<file path="src/rtl/assert_macros.svh">
`ifndef ASSERT_MACROS_SVH
`define ASSERT_MACROS_SVH

// Same-cycle implication, sampled on clk, off while rst_n is low.
`define APX_ASSERT_NOW(label, ante, cons, msg) \
    label: assert property (@(posedge clk) disable iff (!rst_n) (ante) |-> (cons)) \
        else $error(msg);

// Next-cycle implication, sampled on clk, off while rst_n is low.
`define APX_ASSERT_NEXT(label, ante, cons, msg) \
    label: assert property (@(posedge clk) disable iff (!rst_n) (ante) |=> (cons)) \
        else $error(msg);

`endif

</file>
<file path="src/rtl/apx_pkg.sv">
package apx_pkg;

    localparam int MAX_PACKET = 256;
    localparam int IDX_W      = $clog2(MAX_PACKET);
    localparam int CNT_W      = $clog2(MAX_PACKET + 1);
    localparam int LEN_W      = 9;
    localparam int BYTE_W     = 8;
    localparam int TICK_W     = 8;

    localparam logic [TICK_W-1:0] TIMEOUT_RESET = 8'd12;

    typedef enum logic [1:0] {
        FN_START = 2'd0,
        FN_LOAD  = 2'd1,
        FN_XCHG  = 2'd2,
        FN_TICK  = 2'd3
    } func_t;

    typedef enum logic [1:0] {
        PH_IDLE = 2'd0,
        PH_ACK  = 2'd1,
        PH_BYTE = 2'd2
    } phase_t;

    typedef struct packed {
        func_t              func;
        logic [BYTE_W-1:0]  device_address;
        logic [BYTE_W-1:0]  data_byte;
        logic [LEN_W-1:0]   req_length;
        logic [LEN_W-1:0]   max_resp_length;
        logic               ack_seen;
    } item_t;

    typedef struct packed {
        logic               tx_valid;
        logic [BYTE_W-1:0]  tx_byte;
        logic               resp_valid;
        logic [BYTE_W-1:0]  resp_byte;
        logic               select_active;
        logic               done_res;
        logic [LEN_W-1:0]   resp_count;
    } result_t;

    typedef struct packed {
        logic               we;
        logic [IDX_W-1:0]   waddr;
        logic [BYTE_W-1:0]  wdata;
        logic [IDX_W-1:0]   raddr;
    } store_req_t;

    // Store index from a byte count, keeping the low IDX_W bits.
    function automatic logic [IDX_W-1:0] idx_of(input logic [LEN_W-1:0] v);
        return IDX_W'(v);
    endfunction

endpackage

</file>
<file path="src/rtl/apx_store.sv">
module apx_store (
    input  logic                      clk,
    input  apx_pkg::store_req_t       req,
    input  logic                      rd_en,
    output logic [apx_pkg::BYTE_W-1:0] rd_data
);

    logic [apx_pkg::BYTE_W-1:0] mem [apx_pkg::MAX_PACKET];
    logic [apx_pkg::BYTE_W-1:0] rd_data_reg;

    always_ff @(posedge clk)
    begin
        if (req.we)
        begin
            mem[req.waddr] <= req.wdata;
        end
    end

    // write-to-read bypass when both hit the same entry
    always_ff @(posedge clk)
    begin
        if (rd_en)
        begin
            if (req.we && (req.waddr == req.raddr))
            begin
                rd_data_reg <= req.wdata;
            end
            else
            begin
                rd_data_reg <= mem[req.raddr];
            end
        end
    end

    assign rd_data = rd_data_reg;

endmodule

</file>
<file path="src/rtl/apx_ctrl.sv">
module apx_ctrl (
    input  logic                       clk,
    input  logic                       rst_n,
    input  logic                       cfg_wr_en,
    input  logic [apx_pkg::TICK_W-1:0] cfg_wr_data,
    input  apx_pkg::item_t             item,
    input  logic                       fire,
    input  logic [apx_pkg::BYTE_W-1:0] rd_data,
    output apx_pkg::result_t           result,
    output apx_pkg::store_req_t        store_req,
    output apx_pkg::phase_t            phase
);

    apx_pkg::phase_t            phase_reg, phase_next;
    logic [apx_pkg::CNT_W-1:0]  load_index_reg, load_index_next;
    logic [apx_pkg::LEN_W-1:0]  rc_reg, rc_next;
    logic [apx_pkg::LEN_W-1:0]  req_total_reg, req_total_next;
    logic [apx_pkg::LEN_W-1:0]  resp_limit_reg, resp_limit_next;
    logic [apx_pkg::TICK_W-1:0] ticks_reg, ticks_next;
    logic [apx_pkg::TICK_W-1:0] timeout_reg;

    logic start_ok, load_ok, xchg_ok, tick_ok;
    logic ack_send, ack_end, timeout_end, done;
    logic [apx_pkg::LEN_W-1:0]  req_sat;

    // decode
    always_comb
    begin
        start_ok    = (item.func == apx_pkg::FN_START) && (phase_reg == apx_pkg::PH_IDLE);
        load_ok     = (item.func == apx_pkg::FN_LOAD) && (phase_reg == apx_pkg::PH_IDLE)
                      && (load_index_reg < apx_pkg::CNT_W'(apx_pkg::MAX_PACKET));
        xchg_ok     = (item.func == apx_pkg::FN_XCHG) && (phase_reg == apx_pkg::PH_BYTE);
        tick_ok     = (item.func == apx_pkg::FN_TICK) && (phase_reg == apx_pkg::PH_ACK);
        ack_end     = tick_ok && item.ack_seen && (rc_reg >= resp_limit_reg);
        ack_send    = tick_ok && item.ack_seen && (rc_reg < resp_limit_reg);
        timeout_end = tick_ok && !item.ack_seen
                      && (ticks_reg <= apx_pkg::TICK_W'(1));
        done        = ack_end || timeout_end;
        req_sat     = (32'(item.req_length) > apx_pkg::MAX_PACKET)
                      ? apx_pkg::LEN_W'(apx_pkg::MAX_PACKET) : item.req_length;
    end

    // next state
    always_comb
    begin
        phase_next      = phase_reg;
        load_index_next = load_index_reg;
        rc_next         = rc_reg;
        req_total_next  = req_total_reg;
        resp_limit_next = resp_limit_reg;
        ticks_next      = ticks_reg;

        case (phase_reg)
            apx_pkg::PH_IDLE:
            begin
                if (start_ok)
                begin
                    phase_next      = apx_pkg::PH_ACK;
                    rc_next         = '0;
                    req_total_next  = req_sat;
                    resp_limit_next = item.max_resp_length;
                    ticks_next      = timeout_reg;
                end
                if (load_ok)
                begin
                    load_index_next = load_index_reg + apx_pkg::CNT_W'(1);
                end
            end
            apx_pkg::PH_ACK:
            begin
                if (tick_ok)
                begin
                    if (ack_send)
                    begin
                        phase_next = apx_pkg::PH_BYTE;
                    end
                    else if (done)
                    begin
                        phase_next      = apx_pkg::PH_IDLE;
                        load_index_next = '0;
                    end
                    if (timeout_end)
                    begin
                        ticks_next = '0;
                    end
                    else if (!item.ack_seen)
                    begin
                        ticks_next = ticks_reg - apx_pkg::TICK_W'(1);
                    end
                end
            end
            apx_pkg::PH_BYTE:
            begin
                if (xchg_ok)
                begin
                    phase_next = apx_pkg::PH_ACK;
                    rc_next    = rc_reg + apx_pkg::LEN_W'(1);
                    ticks_next = timeout_reg;
                end
            end
            default:
            begin
                phase_next = apx_pkg::PH_IDLE;
            end
        endcase
    end

    // outputs
    always_comb
    begin
        result.tx_valid      = start_ok || ack_send;
        if (start_ok)
        begin
            result.tx_byte = item.device_address;
        end
        else if (ack_send && (rc_reg < req_total_reg))
        begin
            result.tx_byte = rd_data;
        end
        else
        begin
            result.tx_byte = '0;
        end
        result.resp_valid    = xchg_ok;
        result.resp_byte     = xchg_ok ? item.data_byte : '0;
        result.select_active = (phase_next != apx_pkg::PH_IDLE);
        result.done_res      = done;
        result.resp_count    = rc_next;

        store_req.we    = fire && load_ok;
        store_req.waddr = load_index_reg[apx_pkg::IDX_W-1:0];
        store_req.wdata = item.data_byte;
        // read for the next item uses the count this item leaves behind
        store_req.raddr = fire ? apx_pkg::idx_of(rc_next) : apx_pkg::idx_of(rc_reg);
    end

    assign phase = phase_reg;

    always_ff @(posedge clk or negedge rst_n)
    begin
        if (!rst_n)
        begin
            phase_reg      <= apx_pkg::PH_IDLE;
            load_index_reg <= '0;
            rc_reg         <= '0;
            req_total_reg  <= '0;
            resp_limit_reg <= '0;
            ticks_reg      <= '0;
        end
        else if (fire)
        begin
            phase_reg      <= phase_next;
            load_index_reg <= load_index_next;
            rc_reg         <= rc_next;
            req_total_reg  <= req_total_next;
            resp_limit_reg <= resp_limit_next;
            ticks_reg      <= ticks_next;
        end
    end

    always_ff @(posedge clk or negedge rst_n)
    begin
        if (!rst_n)
        begin
            timeout_reg <= apx_pkg::TIMEOUT_RESET;
        end
        else if (cfg_wr_en)
        begin
            timeout_reg <= cfg_wr_data;
        end
    end

endmodule

</file>
<file path="src/rtl/ack_paced_packet_exchanger.sv">
// Channel   Handshake           Payload
// in        in_valid/in_stall   func, device_address, data_byte, req_length,
//                               max_resp_length, ack_seen
// out       out_valid/out_stall tx_valid, tx_byte, resp_valid, resp_byte,
//                               select_active, done_res, resp_count
// cfg       cfg_wr_en           cfg_wr_data (ack timeout in ticks)
//
// One transaction per clock sustained while out_stall is low; each passes the execute and output registers.
// The request store read port fetches the byte for the next item when that item is
// taken, at the count left by the item in execute; a same-entry write is bypassed.
// Reset clears control and sets the timeout to 12; store contents stay undefined.
// in_stall rises only when the output register is full and out_stall is high.

`include "assert_macros.svh"

module ack_paced_packet_exchanger (
    input  logic                       clk,
    input  logic                       rst_n,

    input  logic                       cfg_wr_en,
    input  logic [apx_pkg::TICK_W-1:0] cfg_wr_data,

    input  logic                       in_valid,
    output logic                       in_stall,
    input  logic [1:0]                 func,
    input  logic [apx_pkg::BYTE_W-1:0] device_address,
    input  logic [apx_pkg::BYTE_W-1:0] data_byte,
    input  logic [apx_pkg::LEN_W-1:0]  req_length,
    input  logic [apx_pkg::LEN_W-1:0]  max_resp_length,
    input  logic                       ack_seen,

    output logic                       out_valid,
    input  logic                       out_stall,
    output logic                       tx_valid,
    output logic [apx_pkg::BYTE_W-1:0] tx_byte,
    output logic                       resp_valid,
    output logic [apx_pkg::BYTE_W-1:0] resp_byte,
    output logic                       select_active,
    output logic                       done_res,
    output logic [apx_pkg::LEN_W-1:0]  resp_count
);

    // execute stage: one transaction, its store byte arrives alongside
    logic                 exec_valid_reg, exec_valid_next;
    apx_pkg::item_t       exec_item_reg;
    // output register
    logic                 out_valid_reg, out_valid_next;
    apx_pkg::result_t     out_result_reg;

    logic                 exec_fire;
    logic                 accept;
    apx_pkg::item_t       in_item;
    apx_pkg::result_t     exec_result;
    apx_pkg::store_req_t  store_req;
    apx_pkg::phase_t      phase;
    logic [apx_pkg::BYTE_W-1:0] rd_data;

    always_comb
    begin
        in_item.func            = apx_pkg::func_t'(func);
        in_item.device_address  = device_address;
        in_item.data_byte       = data_byte;
        in_item.req_length      = req_length;
        in_item.max_resp_length = max_resp_length;
        in_item.ack_seen        = ack_seen;
    end

    // execute retires whenever the output register is free or draining
    assign exec_fire = exec_valid_reg && (!out_valid_reg || !out_stall);
    assign in_stall  = exec_valid_reg && !exec_fire;
    assign accept    = in_valid && !in_stall;

    always_comb
    begin
        if (accept)
        begin
            exec_valid_next = 1'b1;
        end
        else if (exec_fire)
        begin
            exec_valid_next = 1'b0;
        end
        else
        begin
            exec_valid_next = exec_valid_reg;
        end
        out_valid_next = exec_fire || (out_valid_reg && out_stall);
    end

    always_ff @(posedge clk or negedge rst_n)
    begin
        if (!rst_n)
        begin
            exec_valid_reg <= 1'b0;
            out_valid_reg  <= 1'b0;
        end
        else
        begin
            exec_valid_reg <= exec_valid_next;
            out_valid_reg  <= out_valid_next;
        end
    end

    always_ff @(posedge clk)
    begin
        if (accept)
        begin
            exec_item_reg <= in_item;
        end
        if (exec_fire)
        begin
            out_result_reg <= exec_result;
        end
    end

    apx_ctrl u_ctrl (
        .clk         (clk),
        .rst_n       (rst_n),
        .cfg_wr_en   (cfg_wr_en),
        .cfg_wr_data (cfg_wr_data),
        .item        (exec_item_reg),
        .fire        (exec_fire),
        .rd_data     (rd_data),
        .result      (exec_result),
        .store_req   (store_req),
        .phase       (phase)
    );

    apx_store u_store (
        .clk     (clk),
        .req     (store_req),
        .rd_en   (accept),
        .rd_data (rd_data)
    );

    assign out_valid     = out_valid_reg;
    assign tx_valid      = out_result_reg.tx_valid;
    assign tx_byte       = out_result_reg.tx_byte;
    assign resp_valid    = out_result_reg.resp_valid;
    assign resp_byte     = out_result_reg.resp_byte;
    assign select_active = out_result_reg.select_active;
    assign done_res      = out_result_reg.done_res;
    assign resp_count    = out_result_reg.resp_count;

    // a finished transaction always drops select
    `APX_ASSERT_NOW(a_done_drops_sel, out_valid_reg && out_result_reg.done_res, !out_result_reg.select_active, "done with select still high")
    // a received byte always counts
    `APX_ASSERT_NOW(a_resp_counted, out_valid_reg && out_result_reg.resp_valid, out_result_reg.resp_count != '0, "response byte not counted")
    // request bytes are only written between transactions
    `APX_ASSERT_NOW(a_load_idle, store_req.we, phase == apx_pkg::PH_IDLE, "store write while busy")
    // an accepted start moves to waiting for acknowledge
    `APX_ASSERT_NEXT(a_start_ack, exec_fire && (exec_item_reg.func == apx_pkg::FN_START) && (phase == apx_pkg::PH_IDLE), phase == apx_pkg::PH_ACK, "start did not enter ack wait")

endmodule
</file>
<file path="config.mk">
export PLATFORM = sky130hd
export DESIGN_NAME = ack_paced_packet_exchanger
export DESIGN_NICKNAME = d
export VERILOG_FILES = /design/src/rtl/apx_pkg.sv /design/src/rtl/apx_store.sv /design/src/rtl/apx_ctrl.sv /design/src/rtl/ack_paced_packet_exchanger.sv
export VERILOG_INCLUDE_DIRS = /design/src /design/src/rtl
export SDC_FILE = /design/constraint.sdc
export NUM_CORES = 2
export LEC_CHECK = 0
export BUFFER_PORTS_ARGS = -buffer_cell sky130_fd_sc_hd__buf_2
export CAP_MARGIN = 10
export CORE_MARGIN = 4
export CORE_UTILIZATION = 45
export CTS_BUF_LIST = sky130_fd_sc_hd__clkbuf_2 sky130_fd_sc_hd__clkbuf_4 sky130_fd_sc_hd__clkbuf_8
export CTS_CLUSTER_DIAMETER = 60
export CTS_CLUSTER_SIZE = 25
export DETAILED_ROUTE_END_ITERATION = 6
export PLACE_DENSITY = 0.57
export RECOVER_POWER = 25
export SYNTH_ARGS = -nofsm -noshare
export SYNTH_HDL_FRONTEND = slang
export SYNTH_HIERARCHICAL = 1
export SYNTH_SLANG_ARGS = --single-unit
</file>
<file path="constraint.sdc">
create_clock -name clk -period 6.2 [get_ports clk]
set_input_delay 0.31 -clock clk [delete_from_list [all_inputs] [get_ports clk]]
set_output_delay 0.31 -clock clk [all_outputs]
set_load 0.005 [all_outputs]
</file>
==> impl_metrics.env <==
export IMPL_p_leak_nw=27.53
export IMPL_clockBufferDepth=3
export IMPL_synth_simple_gate_area_share_pct=3.595
export IMPL_syn_inst=4462
export IMPL_synth_area_mux_share_pct=13.21
export IMPL_critPathLaunchType="register"
export IMPL_whs_ps=105.3
export IMPL_grt_max_degree=214
export IMPL_fin_setup_tns_ps=0
export IMPL_fin_nets=4697
export IMPL_clock_sinks=2178
export IMPL_r2r_start="out_valid$_DFF_PN0_"
export IMPL_ant_nets=0
export IMPL_crit_slowest_cell="clkbuf_1"
export IMPL_synth_edf_count=2122
export IMPL_clk_latency_ps=950
export IMPL_hold_viol_final=0
export IMPL_clockRootBuffer="clkbuf_8"
export IMPL_placed_cell_area_um2=89050
export IMPL_num_io_pins=81
export IMPL_status="finished with violations"
export IMPL_synthesis_nets=4533
export IMPL_die_y_um=443.7
export IMPL_largest_reg_flops=2048
export IMPL_slew_violations=1411
export IMPL_io_buffers=80
export IMPL_reg2reg_depth=7
export IMPL_clk_pin_slew_worst_paths_ps=130
export IMPL_place_ws_ps=242.2
export IMPL_critPathLaunch="out_valid$_DFF_PN0_"
export IMPL_async_flop_share_pct=2.571
export IMPL_whs_endpoint="exec_item_reg[25]$_DFFE_PP_"
export IMPL_wl_per_cell_um=30.66
export IMPL_design_area_um2=92920
export IMPL_hold_path_class="primary input to register"
export IMPL_cap_viol_max_count=14
export IMPL_synth_area_um2=85420
export IMPL_grt_pass1_vias=43240
export IMPL_arrival_ps=6330
export IMPL_via_per_inst=6.079
export IMPL_synth_top_family_by_area="multiplexers"
export IMPL_worst_pin_slew_ps=4507
export IMPL_clock_skew_ps=58.86
export IMPL_drt_pass1_iter_count=5
export IMPL_cts_buffers=141
export IMPL_grt_usage_pct=22.41
export IMPL_worst_slack_ps=455.6
export IMPL_yosys_most_used_dff="edfxtp_1"
export IMPL_tritoncts="yes"
export IMPL_rsz0062_at_grt="false"
export IMPL_crit_type="register to register"
export IMPL_antenna_found_initial=10
export IMPL_yosysWarnings=6
export IMPL_htree_levels=4
export IMPL_synth_seq_cells=2178
export IMPL_violations="max-capacitance violations, max-slew violations"
export IMPL_cp_top_family="simple AND/OR/NAND/NOR gates"
export IMPL_dpl_cell_count=6898
export IMPL_synth_xor_area_share_pct=0.08203
export IMPL_final_cell_mix="edfxtp_1, mux4_2, mux2i_1"
export IMPL_fp_coreArea_um2=188200
export IMPL_crit_chain="a21boi_4 > clkbuf_1 > and3b_1 > and2_1 > buf_4 > nand4_1 > nor2_1"
export IMPL_synth_cell_types=73
export IMPL_syn_avg_cell_area_um2=19.14
export IMPL_remaining_drc_errors=0
export IMPL_drt_iter0_markers=5179
export IMPL_fp_dieW_um=443.7
export IMPL_synth_compound_area_share_pct=4.725
export IMPL_drive_above_1_share_pct=17.88
export IMPL_yosysSeqAreaShare_pct=76.24
export IMPL_p_per_area_nw_per_um2=323.2
export IMPL_gp_congestion=0.8252
export IMPL_grt_pass1_wl_um=320500
export IMPL_area_growth_syn_to_layout_pct=8.786
export IMPL_crit_buf_inv=2
export IMPL_worstPathRequired_ps=6780
export IMPL_hpwl_um=135600
export IMPL_vias=44030
export IMPL_cts_setup_buffers=0
export IMPL_fin_crit_sh_pct=92.65
export IMPL_peakVddDrop_mv=0.2161
export IMPL_hold_path_startpoint="data_byte[6]"
export IMPL_overflow=0
export IMPL_die_area_um2=196900
export IMPL_r2r_slack_ps=460
export IMPL_row_count=159
export IMPL_start_util_pct=45.39
export IMPL_fin_crit_ps=5744
export IMPL_relSlewSlack_pct=-200.5
export IMPL_worst_path_max_fanout=35
export IMPL_end_kind="register"
export IMPL_setup_viol=0
export IMPL_holdPathStages=2
export IMPL_layout_commonest_cell="edfxtp_1"
export IMPL_fin_cells=7243
export IMPL_totalWireLength_um=222100
export IMPL_fmax_mhz=174.1
export IMPL_synth_adder_area_share_pct=0.3076
export IMPL_regToRegEndpoint="u_store/mem[200][2]$_DFFE_PP_"
export IMPL_critPathMaxStageDelay_ps=1420
-- Yosys cell counts, types with 8 or more instances --
| library cell | n | area, um^2 |
|---|---|---|
| a211oi_1 | 44 | 330.3 |
| a21oi_1 | 93 | 465.5 |
| a221oi_1 | 59 | 516.8 |
| a22o_1 | 10 | 87.58 |
| a22oi_1 | 98 | 735.7 |
| a31o_2 | 9 | 78.83 |
| a32o_1 | 8 | 80.08 |
| a41oi_1 | 10 | 87.58 |
| and2_1 | 17 | 106.4 |
| buf_1 | 21 | 78.83 |
| buf_2 | 55 | 275.3 |
| buf_4 | 61 | 457.9 |
| buf_6 | 11 | 123.9 |
| clkbuf_1 | 136 | 510.5 |
| dfrtp_1 | 54 | 1351 |
| edfxtp_1 | 2122 | 63720 |
| ha_1 | 21 | 262.8 |
| inv_1 | 30 | 112.6 |
| mux2_2 | 22 | 247.7 |
| mux2i_1 | 315 | 3153 |
| mux4_2 | 350 | 7883 |
| nand2_1 | 111 | 416.7 |
| nand2b_1 | 19 | 118.9 |
| nand3_1 | 48 | 240.2 |
| nand4_1 | 29 | 181.4 |
| nor2_1 | 315 | 1182 |
| nor2b_1 | 35 | 219.0 |
| nor3_1 | 50 | 250.2 |
| o21ai_0 | 90 | 450.4 |
| o221ai_1 | 40 | 350.3 |
| o22ai_1 | 66 | 412.9 |
| o31ai_1 | 14 | 105.1 |
| or3_1 | 8 | 50.05 |
| or4_1 | 8 | 60.06 |
-- cell type report --
cell class | count | area, um^2
Antenna cell | 6 | 15.01
Clock buffer | 161 | 2128
Multi-Input combinational cell | 1967 | 18840
Sequential cell | 2178 | 65130
Tap cell | 2495 | 3122
Timing Repair Buffer | 305 | 2497
Fill cell | 15400 | 95280
Inverter | 33 | 123.9
Clock inverter | 98 | 1075
-- layer usage --
layer | vias up | wire, um | GRT usage, %
met3 | 310 | 16560 | 3.779
met2 | 1803 | 103900 | 34.78
met5 | - | 22 | 0
met4 | 4 | 6532 | 6.277
met1 | 23430 | 95110 | 33.01
li1 | 18480 | - | -
-- kinds of logic after synthesis --
| kind of cell | count (synthesis) |
|---|---|
| fa+ha+maj | 21 |
| buf+inv | 317 |
| simple gates | 669 |
| compound gates | 582 |
| flops | 2178 |
| mux | 687 |
| xor+xnor | 8 |
-- worst register-to-register path: stages, from the launching register on --
cell and delay (ps):
dfrtp_1 450, a21boi_4 440, clkbuf_1 1420, and3b_1 360, and2_1 570, buf_4 320, nand4_1 770, nor2_1 1070
-- power by group --
part / total [W] / internal, W / switching (W)
logic: 0.00569 / 0.00264 / 0.00306
clock network: 0.00781 / 0.00282 / 0.00499
registers: 0.0165 / 0.0164 / 0.000171
total: 0.0300 / 0.0218 / 0.00821
-- worst max-delay path by stage --
| stage | to | slack [ps] | depth (start not counted) |
|---|---|---|---|
| after floorplan | u_store/rd_data[3]$_DFFE_PP_ | 550 | 13 |
| after global placement | u_store/rd_data[3]$_DFFE_PP_ | 280 | 14 |
| after detailed placement | u_store/rd_data[3]$_DFFE_PP_ | 240 | 14 |
| after CTS | u_store/rd_data[3]$_DFFE_PP_ | 220 | 14 |
| after global routing | u_store/mem[200][1]$_DFFE_PP_ | 90 | 7 |
| final | u_store/mem[200][2]$_DFFE_PP_ | 460 | 7 |
-- metrics by stage --
stage               utilization (%)  total power (W)
floorplan                         -          0.02102
global placement              47.32          0.02251
detailed placement            47.32          0.02254
CTS                           49.45          0.03029
global route                  49.37          0.03126
finish                        49.38          0.03003
-- timing repair --
action                                  CTS  global route
endpoints found under the setup margin    0             2
hold buffers                             80             0
endpoints found under the hold margin   105             0
gates resized for setup                   0             2
(Power assumes the default switching activity.)
